File: config.mk
export PLATFORM = sky130hd
export DESIGN_NAME = trapezoid_step_generator_unit
export DESIGN_NICKNAME = d
export VERILOG_FILES = /design/src/hdl/tsg_pkg.sv /design/src/hdl/tsg_divider.sv /design/src/hdl/trapezoid_step_generator_unit.sv
export SDC_FILE = /design/constraint.sdc
export NUM_CORES = 2
export LEC_CHECK = 0
export BUFFER_PORTS_ARGS = -buffer_cell sky130_fd_sc_hd__buf_2
export CAP_MARGIN = 15
export CORE_ASPECT_RATIO = 1.75
export CORE_MARGIN = 4
export CORE_UTILIZATION = 50
export CTS_CLUSTER_DIAMETER = 200
export CTS_CLUSTER_SIZE = 10
export DETAILED_ROUTE_END_ITERATION = 12
export HOLD_SLACK_MARGIN = 0.05
export PLACE_DENSITY = 0.7
export SYNTH_ARGS = -nofsm -noshare
export SYNTH_HDL_FRONTEND = slang
export SYNTH_SLANG_ARGS = --single-unit
File: constraint.sdc
create_clock -name clock -period 12.67 [get_ports clock]
set_clock_uncertainty 0.15 [all_clocks]
set_input_delay 1.9005 -clock clock [delete_from_list [all_inputs] [get_ports clock]]
set_output_delay 1.9005 -clock clock [all_outputs]
set_load 0.02 [all_outputs]
File: src/hdl/tsg_pkg.sv
// package for the trapezoid step generator: widths, codes and constants
// no dependencies
`timescale 1ns / 1ps
`default_nettype none
package tsg_pkg;
   localparam logic [31:0] CLOCK_HZ = 32'd48000000;
   localparam logic [31:0] TICK_NUMERATOR = CLOCK_HZ * 32'd60;
   localparam logic [31:0] RESET_PERIOD = TICK_NUMERATOR / 32'd800;
   localparam logic [31:0] RESET_ACCEL_TICK = 32'd960000;
   localparam logic [23:0] RESET_MIN_RATE = 24'd800;

   typedef enum logic [1:0] {
      OP_TICK  = 2'd0,
      OP_START = 2'd1,
      OP_STOP  = 2'd2,
      OP_SETPOS = 2'd3
   } op_type;

   typedef enum logic [1:0] {
      MODE_IDLE = 2'd0,
      MODE_RUN  = 2'd1,
      MODE_SYNC = 2'd2
   } mode_type;

   // register byte addresses
   localparam logic [2:0] ADDR_ACCEL_TICK = 3'd0;
   localparam logic [2:0] ADDR_MIN_RATE   = 3'd4;

   typedef enum logic [3:0] {
      SEQ_IDLE,
      SEQ_BRES,
      SEQ_BRES_SUB,
      SEQ_RATE,
      SEQ_ACC_ADD,
      SEQ_ACC_CMP,
      SEQ_NEW_RATE,
      SEQ_CLAMP,
      SEQ_DIV_START,
      SEQ_DIV_WAIT,
      SEQ_DONE
   } seq_type;

   // divider handshake
   typedef struct packed {
      logic        start;
      logic [24:0] divisor;
   } div_req_type;

   typedef struct packed {
      logic        busy;
      logic        done;
      logic [31:0] quotient;
   } div_rsp_type;
endpackage
`default_nettype wire

File: src/hdl/tsg_divider.sv
// restoring divider: TICK_NUMERATOR over a 25-bit divisor, one bit a cycle
// depends on tsg_pkg
`timescale 1ns / 1ps
`default_nettype none
module tsg_divider import tsg_pkg::*; (
   input  wire logic        clock,
   input  wire logic        reset,
   input  wire div_req_type div_req,
   output div_rsp_type      div_rsp
);
   logic [31:0] quot_ff, quot_in;
   logic [25:0] rem_ff, rem_in;
   logic [24:0] dsr_ff, dsr_in;
   logic [5:0]  cnt_ff, cnt_in;
   logic        busy_ff, busy_in, done_ff, done_in;
   logic [25:0] trial;
   logic [26:0] diff;

   // one quotient bit per cycle, numerator bits shifted in from the top
   always_comb begin
      quot_in = quot_ff;
      rem_in  = rem_ff;
      dsr_in  = dsr_ff;
      cnt_in  = cnt_ff;
      busy_in = busy_ff;
      done_in = 1'b0;
      trial   = '0;
      diff    = '0;
      if (div_req.start) begin
         quot_in = '0;
         rem_in  = '0;
         dsr_in  = div_req.divisor;
         cnt_in  = 6'd31;
         busy_in = 1'b1;
      end else if (busy_ff) begin
         trial = {rem_ff[24:0], TICK_NUMERATOR[cnt_ff[4:0]]};
         diff  = {1'b0, trial} - {2'b00, dsr_ff};
         if (!diff[26]) begin
            rem_in  = diff[25:0];
            quot_in = {quot_ff[30:0], 1'b1};
         end else begin
            rem_in  = trial;
            quot_in = {quot_ff[30:0], 1'b0};
         end
         cnt_in = cnt_ff - 6'd1;
         if (cnt_ff == 6'd0) begin
            busy_in = 1'b0;
            done_in = 1'b1;
         end
      end
   end

   always_ff @(posedge clock) begin
      if (reset) begin
         busy_ff <= 1'b0;
         done_ff <= 1'b0;
      end else begin
         busy_ff <= busy_in;
         done_ff <= done_in;
      end
      quot_ff <= quot_in;
      rem_ff  <= rem_in;
      dsr_ff  <= dsr_in;
      cnt_ff  <= cnt_in;
   end

   assign div_rsp.busy     = busy_ff;
   assign div_rsp.done     = done_ff;
   assign div_rsp.quotient = quot_ff;
endmodule
`default_nettype wire

File: src/hdl/trapezoid_step_generator_unit.sv
// top level of the trapezoid step generator: csr port, sequencer, state
// depends on tsg_pkg and tsg_divider
`timescale 1ns / 1ps
`default_nettype none
// One item is taken at a time. The sequencer states that each item passes are listed
// below, in order; every item ends in DONE.
// - Stop items, set-position items, and ticks while idle or awaiting sync go to DONE.
// - A start item always recomputes the period through CLAMP and the divider.
// - A running tick that ends the block or leaves the rate alone passes BRES, BRES_SUB, RATE.
// - A running tick also passes ACC_ADD and ACC_CMP when the accumulator does not fire.
// - A tick that snaps the rate to nominal goes from RATE through CLAMP and the divider.
// - A tick that steps the rate up or down adds NEW_RATE, CLAMP and the divider after ACC_CMP.
// These paths use the shared 34-bit adder of the sequencer and the shared restoring
// divider, which makes one quotient bit per cycle. A result is held in an output register
// until it is taken, and a result stall holds the next item back. req_stall is high while
// an item is in work or a result waits.
module trapezoid_step_generator_unit import tsg_pkg::*; (
   input  wire logic               clock,
   input  wire logic               reset,
   input  wire logic               req_valid,
   output logic                    req_stall,
   input  wire logic [1:0]         req_operation,
   input  wire logic signed [31:0] req_move_length,
   input  wire logic [30:0]        req_event_total,
   input  wire logic [30:0]        req_accel_end,
   input  wire logic [30:0]        req_decel_start,
   input  wire logic [23:0]        req_initial_rate,
   input  wire logic [23:0]        req_nominal_rate,
   input  wire logic [23:0]        req_final_rate,
   input  wire logic [23:0]        req_rate_delta,
   input  wire logic signed [31:0] req_new_position,
   output logic                    rsp_valid,
   input  wire logic               rsp_stall,
   output logic                    rsp_step_out,
   output logic                    rsp_dir_out,
   output logic [31:0]             rsp_tick_period,
   output logic [1:0]              rsp_run_status,
   output logic signed [31:0]      rsp_position_now,
   input  wire logic               psel,
   input  wire logic               penable,
   input  wire logic               pwrite,
   input  wire logic [2:0]         paddr,
   input  wire logic [31:0]        pwdata,
   output logic [31:0]             prdata,
   output logic                    pready
);
   // configuration registers
   logic [31:0] accel_tick_ff;
   logic [23:0] min_rate_ff;
   logic        csr_write;

   assign pready    = 1'b1;
   assign csr_write = psel && penable && pwrite;

   always_ff @(posedge clock) begin
      if (reset) begin
         accel_tick_ff <= RESET_ACCEL_TICK;
         min_rate_ff   <= RESET_MIN_RATE;
      end else if (csr_write) begin
         unique case (paddr)
            ADDR_ACCEL_TICK: accel_tick_ff <= pwdata;
            ADDR_MIN_RATE:   min_rate_ff   <= pwdata[23:0];
            default: ;
         endcase
      end
   end

   always_comb begin
      unique case (paddr)
         ADDR_ACCEL_TICK: prdata = accel_tick_ff;
         ADDR_MIN_RATE:   prdata = {8'd0, min_rate_ff};
         default:         prdata = '0;
      endcase
   end

   // block store, written only by start items
   logic [31:0] blk_len_ff;
   logic [30:0] blk_total_ff, blk_aend_ff, blk_dstart_ff;
   logic [23:0] blk_nom_ff, blk_fin_ff, blk_delta_ff;

   // axis state
   seq_type     seq_ff, seq_in;
   mode_type    mode_ff, mode_in;
   logic [33:0] bres_ff, bres_in;
   logic [30:0] events_ff, events_in;
   logic [31:0] pos_ff, pos_in;
   logic [23:0] rate_ff, rate_in;
   logic [32:0] accum_ff, accum_in;
   logic [31:0] period_ff, period_in;
   logic [24:0] safe_ff, safe_in;
   logic        step_ff, step_in, dir_ff, dir_in;
   logic        out_valid_ff, out_valid_in;
   logic [24:0] cand_ff, cand_in;
   logic        load_blk;
   logic        accept, rsp_take;

   // shared adder
   logic [33:0] add_a, add_b, add_sum;
   logic        add_sub;
   assign add_sum = add_sub ? (add_a - add_b) : (add_a + add_b);

   div_req_type div_req;
   div_rsp_type div_rsp;

   tsg_divider u_div (
      .clock   (clock),
      .reset   (reset),
      .div_req (div_req),
      .div_rsp (div_rsp)
   );

   assign req_stall = (seq_ff != SEQ_IDLE) || out_valid_ff;
   assign accept    = req_valid && !req_stall;
   assign rsp_take  = out_valid_ff && !rsp_stall;

   // sequencer
   always_comb begin
      seq_in       = seq_ff;
      mode_in      = mode_ff;
      bres_in      = bres_ff;
      events_in    = events_ff;
      pos_in       = pos_ff;
      rate_in      = rate_ff;
      accum_in     = accum_ff;
      period_in    = period_ff;
      safe_in      = safe_ff;
      step_in      = step_ff;
      dir_in       = dir_ff;
      cand_in      = cand_ff;
      out_valid_in = out_valid_ff && !rsp_take;
      load_blk     = 1'b0;
      add_a        = '0;
      add_b        = '0;
      add_sub      = 1'b0;
      div_req.start   = 1'b0;
      div_req.divisor = '0;
      unique case (seq_ff)
         SEQ_IDLE: begin
            if (accept) begin
               step_in = 1'b0;
               dir_in  = 1'b0;
               unique case (op_type'(req_operation))
                  OP_START: begin
                     load_blk  = 1'b1;
                     mode_in   = MODE_RUN;
                     rate_in   = req_initial_rate;
                     accum_in  = {2'b00, accel_tick_ff[31:1]};
                     safe_in   = 25'(({2'b00, req_rate_delta} +
                                      {1'b0, req_rate_delta, 1'b0}) >> 1);
                     bres_in   = 34'd0 - {4'd0, req_event_total[30:1]};
                     events_in = '0;
                     seq_in    = SEQ_CLAMP;
                  end
                  OP_STOP: begin
                     mode_in = MODE_IDLE;
                     seq_in  = SEQ_DONE;
                  end
                  OP_SETPOS: begin
                     pos_in = req_new_position;
                     seq_in = SEQ_DONE;
                  end
                  default: begin
                     seq_in = (mode_ff == MODE_RUN) ? SEQ_BRES : SEQ_DONE;
                  end
               endcase
            end
         end
         SEQ_BRES: begin
            // error plus magnitude of the length
            dir_in  = blk_len_ff[31];
            add_a   = bres_ff;
            add_b   = blk_len_ff[31] ? (34'h1_0000_0000 - {2'b00, blk_len_ff})
                                     : {2'b00, blk_len_ff};
            bres_in = add_sum;
            seq_in  = SEQ_BRES_SUB;
         end
         SEQ_BRES_SUB: begin
            if (bres_ff != '0 && !bres_ff[33]) begin
               step_in = 1'b1;
               add_a   = bres_ff;
               add_b   = {3'd0, blk_total_ff};
               add_sub = 1'b1;
               bres_in = add_sum;
               pos_in  = dir_ff ? pos_ff - 32'd1 : pos_ff + 32'd1;
            end
            events_in = events_ff + 31'd1;
            seq_in    = SEQ_RATE;
         end
         SEQ_RATE: begin
            seq_in = SEQ_DONE;
            if (blk_total_ff <= events_ff) begin
               mode_in = MODE_SYNC;
            end else if (events_ff < blk_aend_ff) begin
               seq_in = SEQ_ACC_ADD;
            end else if (events_ff >= blk_dstart_ff) begin
               if (events_ff == blk_dstart_ff) begin
                  if (rate_ff == blk_nom_ff) begin
                     accum_in = {2'b00, accel_tick_ff[31:1]};
                  end else begin
                     add_a    = {2'b00, accel_tick_ff};
                     add_b    = {1'b0, accum_ff};
                     add_sub  = 1'b1;
                     accum_in = add_sum[32:0];
                  end
               end else begin
                  seq_in = SEQ_ACC_ADD;
               end
            end else if (rate_ff != blk_nom_ff) begin
               rate_in = blk_nom_ff;
               seq_in  = SEQ_CLAMP;
            end
         end
         SEQ_ACC_ADD: begin
            add_a    = {1'b0, accum_ff};
            add_b    = {2'b00, period_ff};
            accum_in = add_sum[32:0];
            seq_in   = SEQ_ACC_CMP;
         end
         SEQ_ACC_CMP: begin
            seq_in = SEQ_DONE;
            if (accum_ff > {1'b0, accel_tick_ff}) begin
               add_a    = {1'b0, accum_ff};
               add_b    = {2'b00, accel_tick_ff};
               add_sub  = 1'b1;
               accum_in = add_sum[32:0];
               seq_in   = SEQ_NEW_RATE;
            end
         end
         SEQ_NEW_RATE: begin
            // accelerate toward nominal or decelerate toward final
            if (events_ff < blk_aend_ff) begin
               add_a   = {10'd0, rate_ff};
               add_b   = {10'd0, blk_delta_ff};
               cand_in = add_sum[24:0];
               if (add_sum[24:0] >= {1'b0, blk_nom_ff}) begin
                  cand_in = {1'b0, blk_nom_ff};
               end
            end else begin
               if ({1'b0, rate_ff} > safe_ff) begin
                  add_a   = {10'd0, rate_ff};
                  add_b   = {10'd0, blk_delta_ff};
                  add_sub = 1'b1;
                  cand_in = add_sum[24:0];
                  if (add_sum[31:0] < {8'd0, blk_fin_ff}) begin
                     cand_in = {1'b0, blk_fin_ff};
                  end
               end else begin
                  cand_in = {2'b00, rate_ff[23:1]};
                  if (rate_ff[23:1] < blk_fin_ff) begin
                     cand_in = {1'b0, blk_fin_ff};
                  end
               end
            end
            seq_in = SEQ_CLAMP;
            // clamp stage below uses rate_ff, so load it here
            rate_in = cand_in[23:0];
         end
         SEQ_CLAMP: begin
            div_req.start = 1'b1;
            if (rate_ff < min_rate_ff) begin
               div_req.divisor = {1'b0, min_rate_ff};
            end else begin
               div_req.divisor = {1'b0, rate_ff};
            end
            if (div_req.divisor == '0) begin
               div_req.divisor = 25'd1;
            end
            seq_in = SEQ_DIV_START;
         end
         SEQ_DIV_START: begin
            seq_in = SEQ_DIV_WAIT;
         end
         SEQ_DIV_WAIT: begin
            if (div_rsp.done) begin
               period_in = div_rsp.quotient;
               seq_in    = SEQ_DONE;
            end
         end
         SEQ_DONE: begin
            out_valid_in = 1'b1;
            seq_in       = SEQ_IDLE;
         end
         default: seq_in = SEQ_IDLE;
      endcase
   end

   always_ff @(posedge clock) begin
      if (reset) begin
         seq_ff       <= SEQ_IDLE;
         mode_ff      <= MODE_IDLE;
         bres_ff      <= '0;
         events_ff    <= '0;
         pos_ff       <= '0;
         rate_ff      <= '0;
         accum_ff     <= '0;
         period_ff    <= RESET_PERIOD;
         safe_ff      <= '0;
         out_valid_ff <= 1'b0;
      end else begin
         seq_ff       <= seq_in;
         mode_ff      <= mode_in;
         bres_ff      <= bres_in;
         events_ff    <= events_in;
         pos_ff       <= pos_in;
         rate_ff      <= rate_in;
         accum_ff     <= accum_in;
         period_ff    <= period_in;
         safe_ff      <= safe_in;
         out_valid_ff <= out_valid_in;
      end
      step_ff <= step_in;
      dir_ff  <= dir_in;
      cand_ff <= cand_in;
      if (load_blk) begin
         blk_len_ff    <= req_move_length;
         blk_total_ff  <= req_event_total;
         blk_aend_ff   <= req_accel_end;
         blk_dstart_ff <= req_decel_start;
         blk_nom_ff    <= req_nominal_rate;
         blk_fin_ff    <= req_final_rate;
         blk_delta_ff  <= req_rate_delta;
      end
   end

   // result register
   assign rsp_valid        = out_valid_ff;
   assign rsp_step_out     = step_ff;
   assign rsp_dir_out      = dir_ff;
   assign rsp_tick_period  = period_ff;
   assign rsp_run_status   = mode_ff;
   assign rsp_position_now = pos_ff;
endmodule
`default_nettype wire

# == Word level (Yosys, flattened, before mapping) ==
# Memory sizes are Yosys's and may differ from the RTL's. A register that Yosys moved wholly into a read port is not among the register bits.
# Index checks and enable logic that the tools add are counted.
# totals
rom_bits,32
ramBits,0
elab_cells,224
mem_count,1
ff_bits,563
latchBits,0
output_inout_bits,103
inputBits,297
# classes
n_mux,102
shift,0
n_div,0
bitwise,2
addsub,10
mul,0
magnitude_cmp,10
reduce_logical,39
n_eq_ne,32
# mem_list
name,depth,width,read_ports,rd_ports_with_merged_regs,wr,line_no,source
(no name shown),32,1,1,1,0,tsg_divider.sv:36,"trial = {rem_ff[24:0], TICK_NUMERATOR[cnt_ff[4:0]]};"
# op_table
cell,count
2-to-1 mux 33 bit,14
one-hot mux 34 bit (6 select lines),2
2-to-1 mux 24 bit,16
2-to-1 mux 32 bit,10
2-to-1 mux 34 bit,6
one-hot mux 33 bit (4 select lines),1
one-hot mux 32 bit (2 select lines),2
one-hot mux 34 bit (3 select lines),1
2-to-1 mux 31 bit,3
2-to-1 mux 25 bit,3
one-hot mux 24 bit (3 select lines),1
one-hot mux 31 bit (2 select lines),1
one-hot mux 4 bit (10 select lines),1
2-to-1 mux 4 bit,9
adder 34 bit,1
nonzero test 34 bit,1
subtractor 33 x 32 -> 34 bit (first input constant),1
subtractor 34 bit,1
greater-than comparator 33 x 32 -> 1 bit,1
adder 32 x 1 -> 32 bit (second input constant),1
less-than comparator 32 x 24 -> 1 bit,1
subtractor 32 x 1 -> 32 bit (second input constant),1
adder 31 x 1 -> 31 bit (second input constant),1
== test 31 bit,1
other kinds (50),115

# == Depth between registers and ports, before layout ==
# depth
word_depth,15
depth_mapped,43
mapped_depth_nobuf,39

# == Cells and area by module ==
# From an unflattened synthesis, not the netlist that was laid out.
# unflattened
hier_cells,4386
area_unflattened_um2,37897.6
# by_module_without_submodules
mod,cells_per_inst,n_inst,seq_area_each_um2,area_per_inst_um2
trapezoid_step_generator_unit,3889,1,11461.0,33224.4
tsg_divider,497,1,2072.0,4673.2

# == Worst setup path after synthesis ==
# No wires, ideal clock.
# synth_timing
path_type,input port to flip-flop
from,input port req_operation[1]
to,register safe_ff[22]
setup_slack_ns,4.021
n_path_buf,1
setup_time_ns,0.427
required_time_ns,12.093
arrival_ns,8.072
cell_stages,6
cell_sequence,inv_1 > ha_1 > nand2_1 > inv_1 > clkbuf_1 > a211oi_1
# synth_between
elab_chain_len,2
# synth_lines
element,line_no,source
start: declaration,trapezoid_step_generator_unit.sv:22,"input wire logic [1:0] req_operation,"
== test 2 x 1 -> 1 bit,trapezoid_step_generator_unit.sv:142,unique case (op_type'(req_operation))
AND reduction 3 bit (no line),n/a,
end signal: assignment,trapezoid_step_generator_unit.sv:308,safe_ff <= safe_in;
end: declaration,trapezoid_step_generator_unit.sv:90,"logic [24:0] safe_ff, safe_in;"
# Every way passes these cells.
# A chain may end at the register's enable or synchronous reset.

# == Worst setup path after layout ==
# layout_timing
from,register rate_ff[1]
to,register rate_ff[0]
# layout_between
elab_chain_len,14
word_cells_on_any_way,41
classes_between,add/sub (2); order compare (4); eq/ne (3); mux (31); reduce/logical (1)
# layout_lines
element,line_no,source
start: declaration,trapezoid_step_generator_unit.sv:87,"logic [23:0] rate_ff, rate_in;"
start signal: assignment,trapezoid_step_generator_unit.sv:305,rate_ff <= rate_in;
"parallel branches: the longest is 14 deep, another holds adder 34 bit",n/a,
# Parallel ways; which one is timed is not known.

==> out/results.ini <==
[outcome]
status = finished, final reports clean

[critical_path]
r2r_cells = 33
criticalPathCategory = register to register
reg2reg_from = rate_ff[1]
rr_endpoint = rate_ff[0]
crit_slowest_cell = or4b_1
worst_path_largest_cell_delay_ps = 950
rrSetupSlack_ps = 1890
cp_capture_type = register
worst-endpoint-required_ps = 13040
crit_start = rate_ff[1]
timing.critical_path.to = rate_ff[0]
largest_fanout_of_any_net_on_the_critical_path = 31
timing.critical_path.from_type = register
crit_arrival_ps = 11150

[timing]
fin_crit_ps = 10780
worst-slew-pin-transition_ps = 1220
layout_setup_ws_ps = 1890
max_slew_headroom = 0.181
rsz_0062_raised_after_global_routing = no
final-max-slew-violation-count = 0
finalSetupViolations = 0
finalHoldViolations = 0
timing.setup.tns_ps = 0
final.period_utilization = 0.851
max_freq_ghz = 0.0928

[synth]
synth-async-reset-ratio = 0
avgSynthCellArea_um2 = 8.65
netlist_instances = 4333
synth.distinct_cells = 92
synth-warning-count = 0
syn_area_mm2 = 0.0375
synth_top_flop_cell = dfxtp_1
synth.yosys.seq_area_share = 0.360
synth_fp_nets = 4998
ys_ff_latch = 563
number_of_enable_type_register_cells_in_the_synthesized_netlist = 223

[cts]
cts-buffers-inserted = 66
clockBufferDepth = 3
cts_repair_resize_count = 0
clkTransAtPathRegs_ps = 60
clk_root_buffer_cell = clkbuf_16
cts_tree = yes
clk-insertion-delay-late_ps = 670
cts.htree.levels = 3
cts_post_setup_buffers_inserted = 0
cts.sink_count = 563
number_of_hold_buffers_added_after_cts = 0

[drt]
avgViaCountPerCell = 6.30
drcViolationCount = 0
avgRoutedWirePerCell_um = 27.1
drt_first_pass_iters = 9
dr_total_vias = 35907
ant_nets = 0
detail_route.iter0.violations = 3732
drt-total-wl_um = 154000

[final_layout]
fillcell_total = 6710
num-nets-final = 5364
area_taken_by_multi_input_logic_gates_mm2 = 0.0222
layout.area.seq_mm2 = 0.0135
final_cell_area_mm2 = 0.0428
area_growth_pct = 14.2
post_route_cells_drive_above_1_share = 0.137

[floorplanning]
design.core.area_mm2 = 0.0742
std_cell_rows = 132
start_util = 0.506
die_w_um = 215
num_io_pins = 400
fp.dieH_um = 370
design.die.area_mm2 = 0.0796

[grt]
grtUsageTotal = 0.375
antenna_found_initial = 18
overflow = 0
grt_first_pass_wirelength_um = 223000
pin_count_of_the_biggest_net_entering_global_routing = 118
first_global_vias = 34664

[power_and_ir_drop]
irDropWorstVdd_mv = 0.272
cellLeakagePower_nw = 18.2
power.density_mw_per_mm2 = 289
post-layout-total-power_mw = 12.4

[placement]
finalWeightedCongestion = 1.07
pre_cts_slack_ps = 2170
io_buffers = 398
placement.cell_area_mm2 = 0.0408
hpwl_um = 119000

[flow_run]
maxCapViolCount = 0

[hold_path]
timing.hold.worst.class = register to register

[stage by stage]
stage / utilization / hold slack (ps) / cells
6_report: 0.577 / 301 / 5698
5_1_grt: 0.577 / 320 / 5687
4_1_cts: 0.577 / 301 / 5681
3_5_place_dp: 0.551 / 293 / 5568
3_3_place_gp: 0.551 / 288 / 5568
2_1_floorplan: - / 281 / 4333
[layer usage]
layer | up-vias | part of all wire | global-route usage | wire, um
met5 | - | 0.00064 | 0 | 99
met4 | 12 | 0.12 | 0.357 | 18300
li1 | 16580 | - | - | -
met1 | 16901 | 0.34 | 0.391 | 52600
met2 | 1802 | 0.46 | 0.618 | 70600
met3 | 612 | 0.083 | 0.0850 | 12800
[layout by cell type, fill, tap and decap left out, types with 16 or more instances in the layout]
| cell type | netlist | layout |
|---|---|---|
| o31ai_1 | 19 | 18 |
| and2_1 | 21 | 21 |
| o21ai_0 | 223 | 223 |
| ha_1 | 364 | 364 |
| nand4_1 | 63 | 63 |
| o2bb2ai_1 | 17 | 17 |
| or3_1 | 35 | 35 |
| nor2_1 | 375 | 369 |
| a22o_1 | 29 | 29 |
| a21oi_1 | 324 | 322 |
| and3_1 | 21 | 21 |
| a311oi_1 | 18 | 18 |
| nand2b_1 | 46 | 46 |
| a21o_1 | 83 | 83 |
| a211oi_1 | 104 | 104 |
| nand2_1 | 446 | 445 |
| a221o_1 | 32 | 32 |
| dfxtp_1 | 340 | 339 |
| buf_2 | 5 | 397 |
| clkbuf_1 | 181 | 39 |
| xnor2_1 | 145 | 141 |
| o21ai_1 | 18 | 16 |
| buf_4 | 1 | 103 |
| mux2i_1 | 118 | 118 |
| a211o_1 | 16 | 16 |
| nor2b_1 | 44 | 44 |
| inv_1 | 319 | 318 |
| o211ai_1 | 21 | 21 |
| o21a_1 | 18 | 18 |
| diode_2 | 0 | 16 |
| clkbuf_16 | 0 | 68 |
| xor2_1 | 71 | 70 |
| a222oi_1 | 52 | 52 |
| edfxtp_1 | 223 | 223 |
| nor3_1 | 94 | 91 |
| nand3_1 | 113 | 113 |
| nor4_1 | 43 | 39 |
| nand3b_1 | 21 | 21 |
| a221oi_1 | 39 | 39 |
[Yosys cell counts, types with 18 or more instances]
cell type	instances	area (um^2)
inv_1	319	1200
ha_1	364	4550
o21a_1	18	135
a221oi_1	39	342
a21o_1	83	623
nor3_1	94	470
nor2_1	375	1410
a222oi_1	52	521
and3_1	21	131
mux2i_1	118	1180
nand3_1	113	566
and2_1	21	131
nand2b_1	46	288
dfxtp_1	340	6810
o21ai_1	18	90.1
clkbuf_1	181	679
a211oi_1	104	781
o211ai_1	21	158
nor2b_1	44	275
a21oi_1	324	1620
nand4_1	63	394
nand2_1	446	1670
xnor2_1	145	1270
xor2_1	71	622
a221o_1	32	320
a22o_1	29	254
a311oi_1	18	158
edfxtp_1	223	6700
nand3b_1	21	158
nor4_1	43	269
o21ai_0	223	1120
or3_1	35	219
o31ai_1	19	143
[layout make-up]
| cell class | count | area share |
|---|---|---|
| Multi-Input combinational cell | 3245 | 0.518 |
| Sequential cell | 563 | 0.315 |
| Clock buffer | 107 | 0.0432 |
| Inverter | 321 | 0.0283 |
| Timing Repair Buffer | 502 | 0.0654 |
| Tap cell | 938 | 0.0274 |
| Clock inverter | 6 | 0.00167 |
| Antenna cell | 16 | 0.000935 |
[how the worst min path moves through the flow]
stage | start | to | slack, ps | cells after the start
2_1_floorplan | u_div.quot_ff[31] | rsp_tick_period[31] | 280 | 2
3_3_place_gp | safe_ff[14] | safe_ff[14] | 290 | 2
3_5_place_dp | safe_ff[15] | safe_ff[15] | 290 | 2
4_1_cts | safe_ff[15] | safe_ff[15] | 300 | 2
5_1_grt | safe_ff[15] | safe_ff[15] | 320 | 2
6_report | safe_ff[16] | safe_ff[16] | 300 | 2
[cells by family (layout without fill, tap and decap cells)]
group,after synthesis,after routing,synth area share
and+or+nand+nor,1399,1399,0.176
adders and majority gates,368,368,0.124
other,1,17,0.000100
buffers and inverters,525,936,0.0530
DFF,563,563,0.360
xor gates and xnor gates,216,216,0.0505
AOI/OAI and AO/OA,1143,1143,0.205
muxes,118,118,0.0315
[critical path: cells and delay by family (launching register included)]
family	cells	cell delay, ps
and+or+nand+nor	13	4210
AOI/OAI and AO/OA	14	3260
adders and majority gates	3	1040
DFF	1	900
xor gates and xnor gates	2	650
buffers and inverters	1	390
[registers in the layout, summed over array words and instances, names as in the netlist, 24 cells and up, named ones only]
signal,count
accel_tick_ff,32
accum_ff,33
blk_aend_ff,31
blk_delta_ff,24
blk_dstart_ff,31
blk_fin_ff,24
blk_len_ff,32
blk_nom_ff,24
blk_total_ff,31
bres_ff,34
events_ff,31
min_rate_ff,24
rate_ff,24
rsp_position_now,32
rsp_tick_period,32
safe_ff,25
u_div.dsr_ff,24
u_div.quot_ff,32
u_div.rem_ff,25
[where the power goes]
part | internal, mW | switching [mW]
registers | 2.16 | 0.371
logic | 2.77 | 5.26
clock network | 1.00 | 0.800
total | 5.93 | 6.43
Power figures use the tool's default switching activity.
